<file path="src/rtl/core/stq_fifo.sv">
`default_nettype none
module stq_fifo #(
    parameter int unsigned WIDTH = 8
) (
    input  wire logic             clk,
    input  wire logic             rst_n,
    input  wire logic             wr_en,
    input  wire logic [WIDTH-1:0] wr_data,
    output logic                  full,
    input  wire logic             rd_en,
    output logic [WIDTH-1:0]      rd_data,
    output logic                  empty
);

    logic [WIDTH-1:0] mem_reg [2];
    logic             wr_ptr_reg, wr_ptr_next;
    logic             rd_ptr_reg, rd_ptr_next;
    logic [1:0]       cnt_reg, cnt_next;
    logic             do_wr, do_rd;

    assign full    = (cnt_reg == 2'd2);
    assign empty   = (cnt_reg == 2'd0);
    assign rd_data = mem_reg[rd_ptr_reg];
    assign do_wr   = wr_en && !full;
    assign do_rd   = rd_en && !empty;

    // pointer and fill update
    always_comb
    begin
        wr_ptr_next = do_wr ? ~wr_ptr_reg : wr_ptr_reg;
        rd_ptr_next = do_rd ? ~rd_ptr_reg : rd_ptr_reg;
        cnt_next    = cnt_reg + 2'(do_wr) - 2'(do_rd);
    end

    always_ff @(posedge clk or negedge rst_n)
    begin
        if (!rst_n)
        begin
            wr_ptr_reg <= 1'b0;
            rd_ptr_reg <= 1'b0;
            cnt_reg    <= 2'd0;
        end
        else
        begin
            wr_ptr_reg <= wr_ptr_next;
            rd_ptr_reg <= rd_ptr_next;
            cnt_reg    <= cnt_next;
        end
    end

    // storage
    always_ff @(posedge clk)
    begin
        if (do_wr)
        begin
            mem_reg[wr_ptr_reg] <= wr_data;
        end
    end

endmodule
`default_nettype wire

</file>
<file path="config.mk">
export PLATFORM = sky130hd
export DESIGN_NAME = stq_fifo
export DESIGN_NICKNAME = d
export VERILOG_FILES = /design/src/rtl/core/stq_fifo.sv
export SDC_FILE = /design/constraint.sdc
export NUM_CORES = 1
export LEC_CHECK = 0
export ABC_AREA = 1
export BUFFER_PORTS_ARGS = -buffer_cell sky130_fd_sc_hd__buf_4
export CAP_MARGIN = 40
export CORE_MARGIN = 5
export CORE_UTILIZATION = 30
export DETAILED_ROUTE_END_ITERATION = 10
export GPL_TIMING_DRIVEN = 0
export PLACE_DENSITY = 0.61
export SLEW_MARGIN = 40
export SYNTH_ARGS = -nofsm -noshare
export SYNTH_HDL_FRONTEND = slang
export SYNTH_SLANG_ARGS = --single-unit
</file>
<file path="constraint.sdc">
create_clock -name clk -period 3.5 [get_ports clk]
set_input_delay 0.525 -clock clk [delete_from_list [all_inputs] [get_ports clk]]
set_output_delay 0.525 -clock clk [all_outputs]
set_load 0.02 [all_outputs]
</file>
==> reports/results.tsv <==
stage	metric	value	unit
setup_path	cp_num_buf_inv	3	
setup_path	cp.required	2.97	ns
final_layout	largest_reg_flops	16	
setup_path	crit_type	flop to output pin	
timing	slew_headroom	54.1	%
place	dp_cells	127	
logic_synthesis	yosysSeqAreaShare	69.9	%
timing	finClkSkew	0.00203	ns
setup_path	r2r_end	mem_reg[1][6]	
place	finalWeightedCongestion	0.672	
final_layout	num_antenna_cells	0	
cts	clkSinkCount	20	
setup_path	critPathSlowestCell	dfrtp_1	
final_layout	final_util	39.2	%
route	routed_wl	1460	um
setup_path	worst_ep_arrival_time	1.17	ns
final_layout	final_cell_mix	35 x nand2_1, 21 x buf_4, 16 x edfxtp_1, 9 x inv_1, 4 x dfrtp_1	
route	initialDrtViolationCount	9	
job	maxCapViolations	0	
setup_path	crit_top_cell	nand2_1	
cts	clk_latency	0.29	ns
setup_path	cp_top_family	buffers and inverters	
setup_path	timing.rr.start	cnt_reg[1]	
route	wl_per_cell	11.1	um
grt	use_met1	7.23	%
place	place_hpwl	1060	um
logic_synthesis	synth_cells	75	
timing	tns	0	ns
grt	grtUsageMet3	2.70	%
floorplan	fp.dieW	62.6	um
cts	clockBufferDepth	2	
power_and_ir_drop	power_density	818	nW/um2
timing	drv_slew	0	
timing	max_freq	0.591	GHz
timing	hold_viol	0	
setup_path	regToRegSetupSlack	1.99	ns
route	vias	556	
min_path	hold_end	mem_reg[1][0]	
floorplan	die-height	62.6	um
route	drcViolationCount	0	
final_layout	drive_above_1_share	29.7	%
cts	htreeDepth	1	
final_layout	final_cells	132	
timing	rsz0062_at_grt	false	
setup_path	slowest_delay	0.35	ns
route	ant_nets	0	
floorplan	initial_core_util	30.7	%
grt	grt_first_pass_wirelength	2390	um
power_and_ir_drop	finalPower	0.870	mW
floorplan	dieArea	3920	um2
cts	cts_buffers	3	
power_and_ir_drop	vdd_drop_max	416	uV
setup_path	reg2reg_depth	3	
cts	clk_pin_slew	0.10	ns
setup_path	path_cells	buf_6 > clkinv_4 > nand2_1 > nand2_1 > buf_4	
min_path	hold_depth	1	
final_layout	final_area	1060	um2
floorplan	rows	19	
timing	worstMarginPinSlew	0.686	ns
place	port_buffers	21	
logic_synthesis	ys_types	12	
setup_path	worst_setup_path_start_kind	flop	
timing	period_share	48.3	%
logic_synthesis	syn_area	831	um2
cts	postCtsSetupBuffers	0	
logic_synthesis	synth-seq-cells	20	
setup_path	crit_fanout	10	
power_and_ir_drop	leakage	0.518	nW
final_layout	area_delta_synth_final	28.0	%
logic_synthesis	ys_warn_count	0	
grt	top_usage_layer	met2	
grt	grt_pass1_vias	593	
final_layout	final_nets	116	
place	place_area	1030	um2
timing	post-route-min-period	1.69	ns
cts	cts_tree	done	
timing	setup_viol	0	
grt	overflow	0	
grt	use_met2	14.6	%
setup_path	endpoint_kind	output pin	
logic_synthesis	synth_fp_nets	89	
outcome	outcome	completed	
grt	track_usage	7.89	%
route	vias_per_cell	4.21	
floorplan	io_pins	22	
route	dr.pass1.iters	3	
grt	grt_max_degree	12	
logic_synthesis	synth_area_per_cell	11.1	um2
min_path	worstHoldStart	wr_data[0]	
cts	cts_root_buf	clkbuf_4	
min_path	min_path_type	input pin to flop	
final_layout	mostFrequentLayoutCell	nand2_1	
grt	antenna_found_initial	0	
final_layout	nFillCells	269	
floorplan	coreArea	2710	um2
## worst max-delay path by stage
stage,from,end,slack [ns],cells after the start
after floorplan,wr_en,mem_reg[1][0],2.18,2
after global placement,wr_en,mem_reg[1][0],1.90,3
after detailed placement,wr_en,mem_reg[1][6],1.88,3
after CTS,rd_ptr_reg,rd_data[4],1.79,5
after global routing,rd_ptr_reg,rd_data[6],1.72,5
final,rd_ptr_reg,rd_data[4],1.81,5
## cells by family (layout without fill, tap and decap cells)
group	count (synthesis)	after routing	synth area share (%)
buf+inv	12	38	6.93
fa+ha+maj	2	2	3.01
simple gates	41	41	20.2
flops	20	20	69.9
## metrics by stage
stage,setup WS [ns],hold slack (ns)
6_report,1.81,0.408
5_1_grt,1.72,0.387
4_1_cts,1.79,0.00429
3_5_place_dp,1.88,0.330
3_3_place_gp,1.90,0.324
2_1_floorplan,2.18,0.229
## metal layers
layer / up-vias / routed length [um]
li1: 287 / -
met1: 252 / 576
met2: 15 / 774
met3: 2 / 100
met4: 0 / 10
met5: - / 0
## final cells by class
class	instances	area (um2)	area share [%]
Buffer	1	11.3	1.06
Inverter	11	46.3	4.35
Clock buffer	3	22.5	2.12
Multi-Input combinational cell	43	193	18.1
Sequential cell	20	581	54.6
Tap cell	31	38.8	3.65
Timing Repair Buffer	22	168	15.8
Clock inverter	1	3.75	0.353
## cell usage after synthesis, drive strengths merged
cell type	count	share of area, %
buf	1	1.4
ha	2	3.0
nor2	1	0.45
nand3	3	2.4
dfrtp	4	12
clkinv	1	1.1
nand2	37	17
inv	10	4.5
edfxtp	16	58
## what timing repair did
item,CTS,global route
resized for setup,0,0
endpoints found under the hold margin,0,4
endpoints found under the setup margin,0,0
hold buffers,0,1
## power breakdown
group / total [mW] / internal (mW) / switching, mW
logic: 0.410 / 0.155 / 0.255
clock network: 0.106 / 0.0415 / 0.0649
registers: 0.353 / 0.331 / 0.0226
(Power assumes the default switching activity.)
