--- src/rtl/core/stq_pkg.sv ---
`default_nettype none
package stq_pkg;

    // request codes at the input
    localparam logic [2:0] REQ_INSERT   = 3'd0;
    localparam logic [2:0] REQ_KILL     = 3'd1;
    localparam logic [2:0] REQ_KILL_ALL = 3'd2;
    localparam logic [2:0] REQ_ADVANCE  = 3'd3;
    localparam logic [2:0] REQ_QUERY    = 3'd4;

    // status codes of a result
    localparam logic [2:0] STATUS_DONE    = 3'd0;
    localparam logic [2:0] STATUS_FULL    = 3'd1;
    localparam logic [2:0] STATUS_FIRED   = 3'd2;
    localparam logic [2:0] STATUS_ANSWER  = 3'd3;
    localparam logic [2:0] STATUS_EMPTY   = 3'd4;

    // most expired entries emitted for one advance
    localparam int unsigned MAX_RESULTS = 16;
    localparam int unsigned FIRE_W = $clog2(MAX_RESULTS + 1);

    typedef enum logic [2:0] {
        OP_INSERT,
        OP_KILL,
        OP_KILL_ALL,
        OP_ADVANCE,
        OP_QUERY,
        OP_NOP
    } op_t;

    typedef enum logic [1:0] {
        ST_IDLE,
        ST_KILL,
        ST_EXPIRE
    } state_t;

    typedef struct packed {
        op_t         op;
        logic [7:0]  target_id;
        logic [31:0] cookie;
        logic [30:0] timeout_ms;
        logic [9:0]  delta_ms;
    } cmd_t;

    typedef struct packed {
        logic [2:0]  status;
        logic [7:0]  fired_target;
        logic [31:0] fired_cookie;
        logic [30:0] remaining_ms;
        logic        last;
    } result_t;

endpackage
`default_nettype wire

--- src/rtl/core/stq_engine.sv ---
`default_nettype none
module stq_engine #(
    parameter int unsigned DEPTH = 16
) (
    input  wire logic           clk,
    input  wire logic           rst_n,
    input  wire logic           cmd_valid,
    input  wire stq_pkg::cmd_t  cmd,
    output logic                cmd_pop,
    output logic                res_push,
    output stq_pkg::result_t    res,
    input  wire logic           res_full
);

    localparam int unsigned IW = (DEPTH > 1) ? $clog2(DEPTH) : 1;
    localparam int unsigned CW = $clog2(DEPTH + 1);

    logic [31:0]            due_reg [DEPTH];
    logic [7:0]             tgt_reg [DEPTH];
    logic [31:0]            ck_reg  [DEPTH];
    logic [CW-1:0]          count_reg, count_next;
    logic [31:0]            now_reg, now_next;
    stq_pkg::state_t        state_reg, state_next;
    stq_pkg::cmd_t          cur_reg, cur_next;
    logic [stq_pkg::FIRE_W-1:0] nfire_reg, nfire_next;

    logic [DEPTH-1:0]       valid;
    logic [DEPTH-1:0]       le_new;
    logic [DEPTH-1:0]       kill_hit;
    logic [IW-1:0]          ins_idx;
    logic [IW-1:0]          kill_idx;
    logic                   any_kill;
    logic                   ins_en;
    logic                   rm_en;
    logic [IW-1:0]          rm_idx;
    logic [31:0]            new_due;
    logic [31:0]            head_rel;
    logic [31:0]            second_rel;
    logic                   head_due;
    logic                   second_due;
    logic                   is_full;
    logic                   fire_last;

    // per-entry compares against the new item and the kill key
    always_comb
    begin
        for (int i = 0; i < DEPTH; i++)
        begin
            valid[i]    = (CW'(i) < count_reg);
            le_new[i]   = valid[i] &&
                          ($signed(due_reg[i] - now_reg) <= $signed({1'b0, cmd.timeout_ms}));
            kill_hit[i] = valid[i] && (tgt_reg[i] == cur_reg.target_id) &&
                          ((cur_reg.op == stq_pkg::OP_KILL_ALL) || (ck_reg[i] == cur_reg.cookie));
        end
    end

    // insert slot and first kill match
    always_comb
    begin
        ins_idx  = '0;
        kill_idx = '0;
        any_kill = 1'b0;
        for (int i = DEPTH - 1; i >= 0; i--)
        begin
            if (!le_new[i])
            begin
                ins_idx = IW'(i);
            end
            if (kill_hit[i])
            begin
                kill_idx = IW'(i);
                any_kill = 1'b1;
            end
        end
    end

    assign is_full    = (count_reg == CW'(DEPTH));
    assign new_due    = now_reg + {1'b0, cmd.timeout_ms};
    assign head_rel   = due_reg[0] - now_reg;
    assign second_rel = due_reg[(DEPTH > 1) ? 1 : 0] - now_reg;
    assign head_due   = (count_reg != '0) && ($signed(head_rel) <= 0);
    assign second_due = (count_reg > CW'(1)) && ($signed(second_rel) <= 0);
    assign fire_last  = !((nfire_reg < stq_pkg::FIRE_W'(stq_pkg::MAX_RESULTS - 1)) && second_due);

    // next state
    always_comb
    begin
        state_next = state_reg;
        case (state_reg)
            stq_pkg::ST_IDLE:
            begin
                if (cmd_valid)
                begin
                    if (cmd.op == stq_pkg::OP_KILL || cmd.op == stq_pkg::OP_KILL_ALL)
                    begin
                        state_next = stq_pkg::ST_KILL;
                    end
                    else if (cmd.op == stq_pkg::OP_ADVANCE)
                    begin
                        state_next = stq_pkg::ST_EXPIRE;
                    end
                end
            end
            stq_pkg::ST_KILL:
            begin
                if (!any_kill && !res_full)
                begin
                    state_next = stq_pkg::ST_IDLE;
                end
            end
            stq_pkg::ST_EXPIRE:
            begin
                if (!res_full && (!head_due || fire_last))
                begin
                    state_next = stq_pkg::ST_IDLE;
                end
            end
            default:
            begin
                state_next = stq_pkg::ST_IDLE;
            end
        endcase
    end

    // outputs and datapath control
    always_comb
    begin
        cmd_pop    = 1'b0;
        res_push   = 1'b0;
        res        = '0;
        res.status = stq_pkg::STATUS_DONE;
        res.last   = 1'b1;
        ins_en     = 1'b0;
        rm_en      = 1'b0;
        rm_idx     = '0;
        now_next   = now_reg;
        cur_next   = cur_reg;
        nfire_next = nfire_reg;
        case (state_reg)
            stq_pkg::ST_IDLE:
            begin
                if (cmd_valid)
                begin
                    case (cmd.op)
                        stq_pkg::OP_INSERT:
                        begin
                            if (!res_full)
                            begin
                                cmd_pop  = 1'b1;
                                res_push = 1'b1;
                                if (is_full)
                                begin
                                    res.status = stq_pkg::STATUS_FULL;
                                end
                                else
                                begin
                                    ins_en = 1'b1;
                                end
                            end
                        end
                        stq_pkg::OP_KILL, stq_pkg::OP_KILL_ALL:
                        begin
                            cmd_pop  = 1'b1;
                            cur_next = cmd;
                        end
                        stq_pkg::OP_ADVANCE:
                        begin
                            cmd_pop    = 1'b1;
                            now_next   = now_reg + 32'(cmd.delta_ms);
                            nfire_next = '0;
                        end
                        stq_pkg::OP_QUERY:
                        begin
                            if (!res_full)
                            begin
                                cmd_pop  = 1'b1;
                                res_push = 1'b1;
                                if (count_reg == '0)
                                begin
                                    res.status = stq_pkg::STATUS_EMPTY;
                                end
                                else
                                begin
                                    res.status       = stq_pkg::STATUS_ANSWER;
                                    res.remaining_ms = head_rel[31] ? 31'd0 : head_rel[30:0];
                                end
                            end
                        end
                        default:
                        begin
                            if (!res_full)
                            begin
                                cmd_pop  = 1'b1;
                                res_push = 1'b1;
                            end
                        end
                    endcase
                end
            end
            stq_pkg::ST_KILL:
            begin
                // one matching entry removed per cycle
                if (any_kill)
                begin
                    rm_en  = 1'b1;
                    rm_idx = kill_idx;
                end
                else if (!res_full)
                begin
                    res_push = 1'b1;
                end
            end
            stq_pkg::ST_EXPIRE:
            begin
                if (!res_full)
                begin
                    res_push = 1'b1;
                    if (head_due)
                    begin
                        res.status       = stq_pkg::STATUS_FIRED;
                        res.fired_target = tgt_reg[0];
                        res.fired_cookie = ck_reg[0];
                        res.last         = fire_last;
                        rm_en            = 1'b1;
                        nfire_next       = nfire_reg + 1'b1;
                    end
                end
            end
            default:
            begin
            end
        endcase
    end

    // entry count
    always_comb
    begin
        count_next = count_reg;
        if (ins_en)
        begin
            count_next = count_reg + 1'b1;
        end
        else if (rm_en)
        begin
            count_next = count_reg - 1'b1;
        end
    end

    // control registers
    always_ff @(posedge clk or negedge rst_n)
    begin
        if (!rst_n)
        begin
            state_reg <= stq_pkg::ST_IDLE;
            count_reg <= '0;
            now_reg   <= '0;
            nfire_reg <= '0;
        end
        else
        begin
            state_reg <= state_next;
            count_reg <= count_next;
            now_reg   <= now_next;
            nfire_reg <= nfire_next;
        end
    end

    always_ff @(posedge clk)
    begin
        cur_reg <= cur_next;
    end

    // sorted entry row: shift up on insert, shift down on removal
    for (genvar g = 0; g < DEPTH; g++)
    begin : g_entry
        always_ff @(posedge clk)
        begin
            if (rm_en && (IW'(g) >= rm_idx))
            begin
                if (g < DEPTH - 1)
                begin
                    due_reg[g] <= due_reg[(g < DEPTH - 1) ? g + 1 : g];
                    tgt_reg[g] <= tgt_reg[(g < DEPTH - 1) ? g + 1 : g];
                    ck_reg[g]  <= ck_reg[(g < DEPTH - 1) ? g + 1 : g];
                end
            end
            else if (ins_en)
            begin
                if (IW'(g) == ins_idx)
                begin
                    due_reg[g] <= new_due;
                    tgt_reg[g] <= cmd.target_id;
                    ck_reg[g]  <= cmd.cookie;
                end
                else if ((g > 0) && (IW'(g) > ins_idx))
                begin
                    due_reg[g] <= due_reg[(g > 0) ? g - 1 : 0];
                    tgt_reg[g] <= tgt_reg[(g > 0) ? g - 1 : 0];
                    ck_reg[g]  <= ck_reg[(g > 0) ? g - 1 : 0];
                end
            end
        end
    end

    // checks
    a_count_bound: assert property (@(posedge clk) disable iff (!rst_n)
        count_reg <= CW'(DEPTH))
        else $error("entry count above depth");

    a_no_push_full: assert property (@(posedge clk) disable iff (!rst_n)
        res_push |-> !res_full)
        else $error("result transfer into a full queue");

    a_pop_valid: assert property (@(posedge clk) disable iff (!rst_n)
        cmd_pop |-> cmd_valid)
        else $error("command pop without command");

    a_fire_bound: assert property (@(posedge clk) disable iff (!rst_n)
        nfire_reg <= stq_pkg::FIRE_W'(stq_pkg::MAX_RESULTS))
        else $error("too many expiries for one advance");

    a_ins_not_full: assert property (@(posedge clk) disable iff (!rst_n)
        ins_en |-> !is_full)
        else $error("insert into a full row");

endmodule
`default_nettype wire

--- config.mk ---
export PLATFORM = sky130hd
export DESIGN_NAME = stq_engine
export DESIGN_NICKNAME = d
export VERILOG_FILES = /design/src/rtl/core/stq_pkg.sv /design/src/rtl/core/stq_engine.sv
export SDC_FILE = /design/constraint.sdc
export NUM_CORES = 2
export LEC_CHECK = 0
export ABC_CLOCK_PERIOD_IN_PS = 31700
export BUFFER_PORTS_ARGS = -buffer_cell sky130_fd_sc_hd__buf_2
export CELL_PAD_IN_SITES_DETAIL_PLACEMENT = 1
export CELL_PAD_IN_SITES_GLOBAL_PLACEMENT = 1
export CORE_MARGIN = 1
export CORE_UTILIZATION = 46
export DETAILED_ROUTE_END_ITERATION = 7
export MAX_ROUTING_LAYER = met4
export PLACE_DENSITY_LB_ADDON = 0.15
export SYNTH_ARGS = -nofsm -noshare
export SYNTH_HDL_FRONTEND = slang
export SYNTH_SLANG_ARGS = --single-unit
--- constraint.sdc ---
create_clock -name clk -period 31.7 [get_ports clk]
set_input_delay 7.925 -clock clk [delete_from_list [all_inputs] [get_ports clk]]
set_output_delay 7.925 -clock clk [all_outputs]
set_load 0.05 [all_outputs]
==> reports/qor.txt <==
Status: complete, but fails checks
Failing checks: capacitance limit, slew limit
Vias in the first global route: 95300
Vias: 90200
Clock Latency Late Sink: 0.89 ns
Final Hold Fails: 0
Worst-path clk slew: 0.06 ns
Longest Clk Path Bufs: 3
Syn Std Cell Area: 107000 um2
Nets: 11800
Total GRT Usage: 0.411
CP endpoint kind: output pin
Syn_nets: 11700
Num CTS Buffers: 156
Mapped Cells: 10600
Worst slew pin tran: 1.54 ns
Via density: 6.50
Worst clock skew: 0.0909 ns
Crit path time final: 18.37 ns
Pre-Repair DR Iteration Count: 6
CTS Root Cell: clkbuf_16
Total gr overflow: 0
Sequential area share after synthesis: 0.346
Crit Path Class: primary input to output pin
Resized cells post-CTS: 0
Grt met2 use: 0.681
CTS Hold Bufs: 0
Number of post-CTS setup repair buffers: 0
Antenna violations before repair: 28
Final wirelength: 478000 um
Wirelength per Cell: 34.4 um
Crit path required time: 23.78 ns
Most frequent cells in the layout: edfxtp_1, ha_1, mux2_2, xnor2_1, a21oi_1
Row cnt: 176
Top cells by area, synth: edfxtp_1, ha_1, mux2_2, xnor2_1, mux2i_1
GRT busiest layer: met2
P_leak: 46.6 nW
DRC viols: 0
Max H-tree Level: 4
VDD IR max: 0.0000575 V
Die height: 484 um
Yosys warnings: 0
Clk sinks: 1239
Global-route wire length before repair: 678000 um
PD cells: 68.6 nW/um2
Final setup viols: 0
Grt met3 use: 0.0639
Worst hold path class: register to register
Starting Density: 0.464
Top FF cell, synth: edfxtp_1
Commonest non-fill, non-tap cell in the layout: edfxtp_1
EDFF count, synth: 1195
DIE AREA: 234000 um2
Largest net degree at the start of global routing: 82
CP max FO: 31
Post-synthesis cell type count: 99
Yosys reg bits: 1239
IO buf count: 164
FFs w/ async S/R, synth: 0.0355
Synth-to-Final Area Change: 9.68%
M1 GR Usage: 0.443
Fin. max-slew vios: 6
Avg Cell Area, Syn: 10.1 um2
Worst EP arrival: 10.45 ns
Share of the synthesized area in the top cell type: 0.336
Tcrit/Tclk final: 0.580
Detailed-placement wirelength estimate: 365000 um
RSZ-0062 raised after global routing: no
Max-cap violations: 2
Top-Level Pins: 165
Core area: 230000 um2
Die width: 484 um
Startpoint types: primary input
Layout cell share with drive strength beyond 1: 0.153
DRT antenna net count: 0
Yosys top cell by area: edfxtp_1
CTS tree: yes
Fmax: 0.0544 GHz
Max transition margin: -0.0278
Hold slack: 0.512 ns
Total Neg Setup Slack: 0 ns
Final GP Congestion: 1.04
1st-iter DRT viols: 7522
layout make-up:
cell class                      instances  area, um2
Clock buffer                          196       4080
Clock inverter                         95       1120
Timing Repair Buffer                  423       2770
Antenna cell                           20       50.0
Multi-Input combinational cell       8562      67200
Sequential cell                      1239      37000
Tap cell                             3026       3790
Inverter                              318       1190
Fill cell                           25300     113000
synthesized netlist by cell type (15+ instances only):
cell type / number
or4_1: 16
xnor2_1: 840
a21oi_1: 819
mux2_2: 857
o21ai_0: 622
clkbuf_1: 275
and2_1: 68
o31a_1: 23
nor2_1: 632
a31o_2: 15
a221o_1: 39
nand3_1: 158
nor3_1: 154
or2_2: 38
a21o_1: 244
inv_1: 318
a211o_1: 24
o22ai_1: 27
and3_1: 60
fa_1: 18
o21a_1: 100
nand4_1: 250
o31ai_1: 28
dfrtp_1: 44
buf_1: 58
and4_1: 18
nand2_1: 620
edfxtp_1: 1195
o211ai_1: 37
mux2_1: 114
mux2i_1: 577
or3_1: 49
a2111oi_0: 19
ha_1: 1041
a211oi_1: 64
a21boi_0: 25
xor2_1: 273
o21bai_1: 78
nand2b_1: 93
nor4_1: 112
o2111ai_1: 21
a31oi_1: 39
buf_2: 137
nor2b_1: 152
worst max-delay path: stages:
cell     delay, ns
buf_2         0.10
nand2_1       0.19
nor4_1        0.41
nand4_1       1.00
a31oi_1       0.48
buf_2         0.33
per-layer routing:
metal	share of wire	vias up
li1	-	39800
met3	0.056	1211
met1	0.37	46000
met2	0.48	3114
met4	0.090	0
met5	0	-
cell families after synthesis:
group,Yosys count,share of synthesized area
AO/OA/AOI/OAI,2360,0.136
XOR/XNOR,1113,0.0912
adder cells (fa/ha/maj),1059,0.125
buffers and inverters,796,0.0301
flip-flops,1239,0.346
multiplexers,1548,0.156
AND/OR/NAND/NOR,2482,0.115
final timing paths:
check | from | cells after the start | slack (ns) | to
setup / recovery | cmd_valid | 6 | 13.33 | res[24]
hold / removal | now_reg[16] | 1 | 0.51 | now_reg[16]
setup reg to reg | now_reg[1] | 36 | 18.05 | ck_reg[1][82]
hold reg to reg | now_reg[16] | 1 | 0.51 | now_reg[16]
max in group asynchronous | rst_n | 1 | 23.72 | now_reg[9]
min in group asynchronous | rst_n | 1 | 7.20 | state_reg[1]
metrics by stage:
| step | setup WS, ns | utilization | instances | power (mW) | instance area, um2 |
|---|---|---|---|---|---|
| 6_report | 13.33 | 0.509 | 13900 | 8.04 | 117000 |
| 5_1_grt | 13.04 | 0.509 | 13900 | 8.37 | 117000 |
| 4_1_cts | 13.35 | 0.509 | 13900 | 7.98 | 117000 |
| 3_5_place_dp | 13.36 | 0.486 | 13600 | 6.11 | 112000 |
| 3_3_place_gp | 13.45 | 0.486 | 13600 | 5.96 | 112000 |
| 2_1_floorplan | 13.87 | - | 10600 | 4.57 | 107000 |
power by group:
part           internal, mW  switching (mW)  leakage [nW]
logic                  1.43            2.59          32.8
registers              2.00           0.158          11.4
clock network          1.03           0.834          2.48
(Power assumes the default switching activity.)
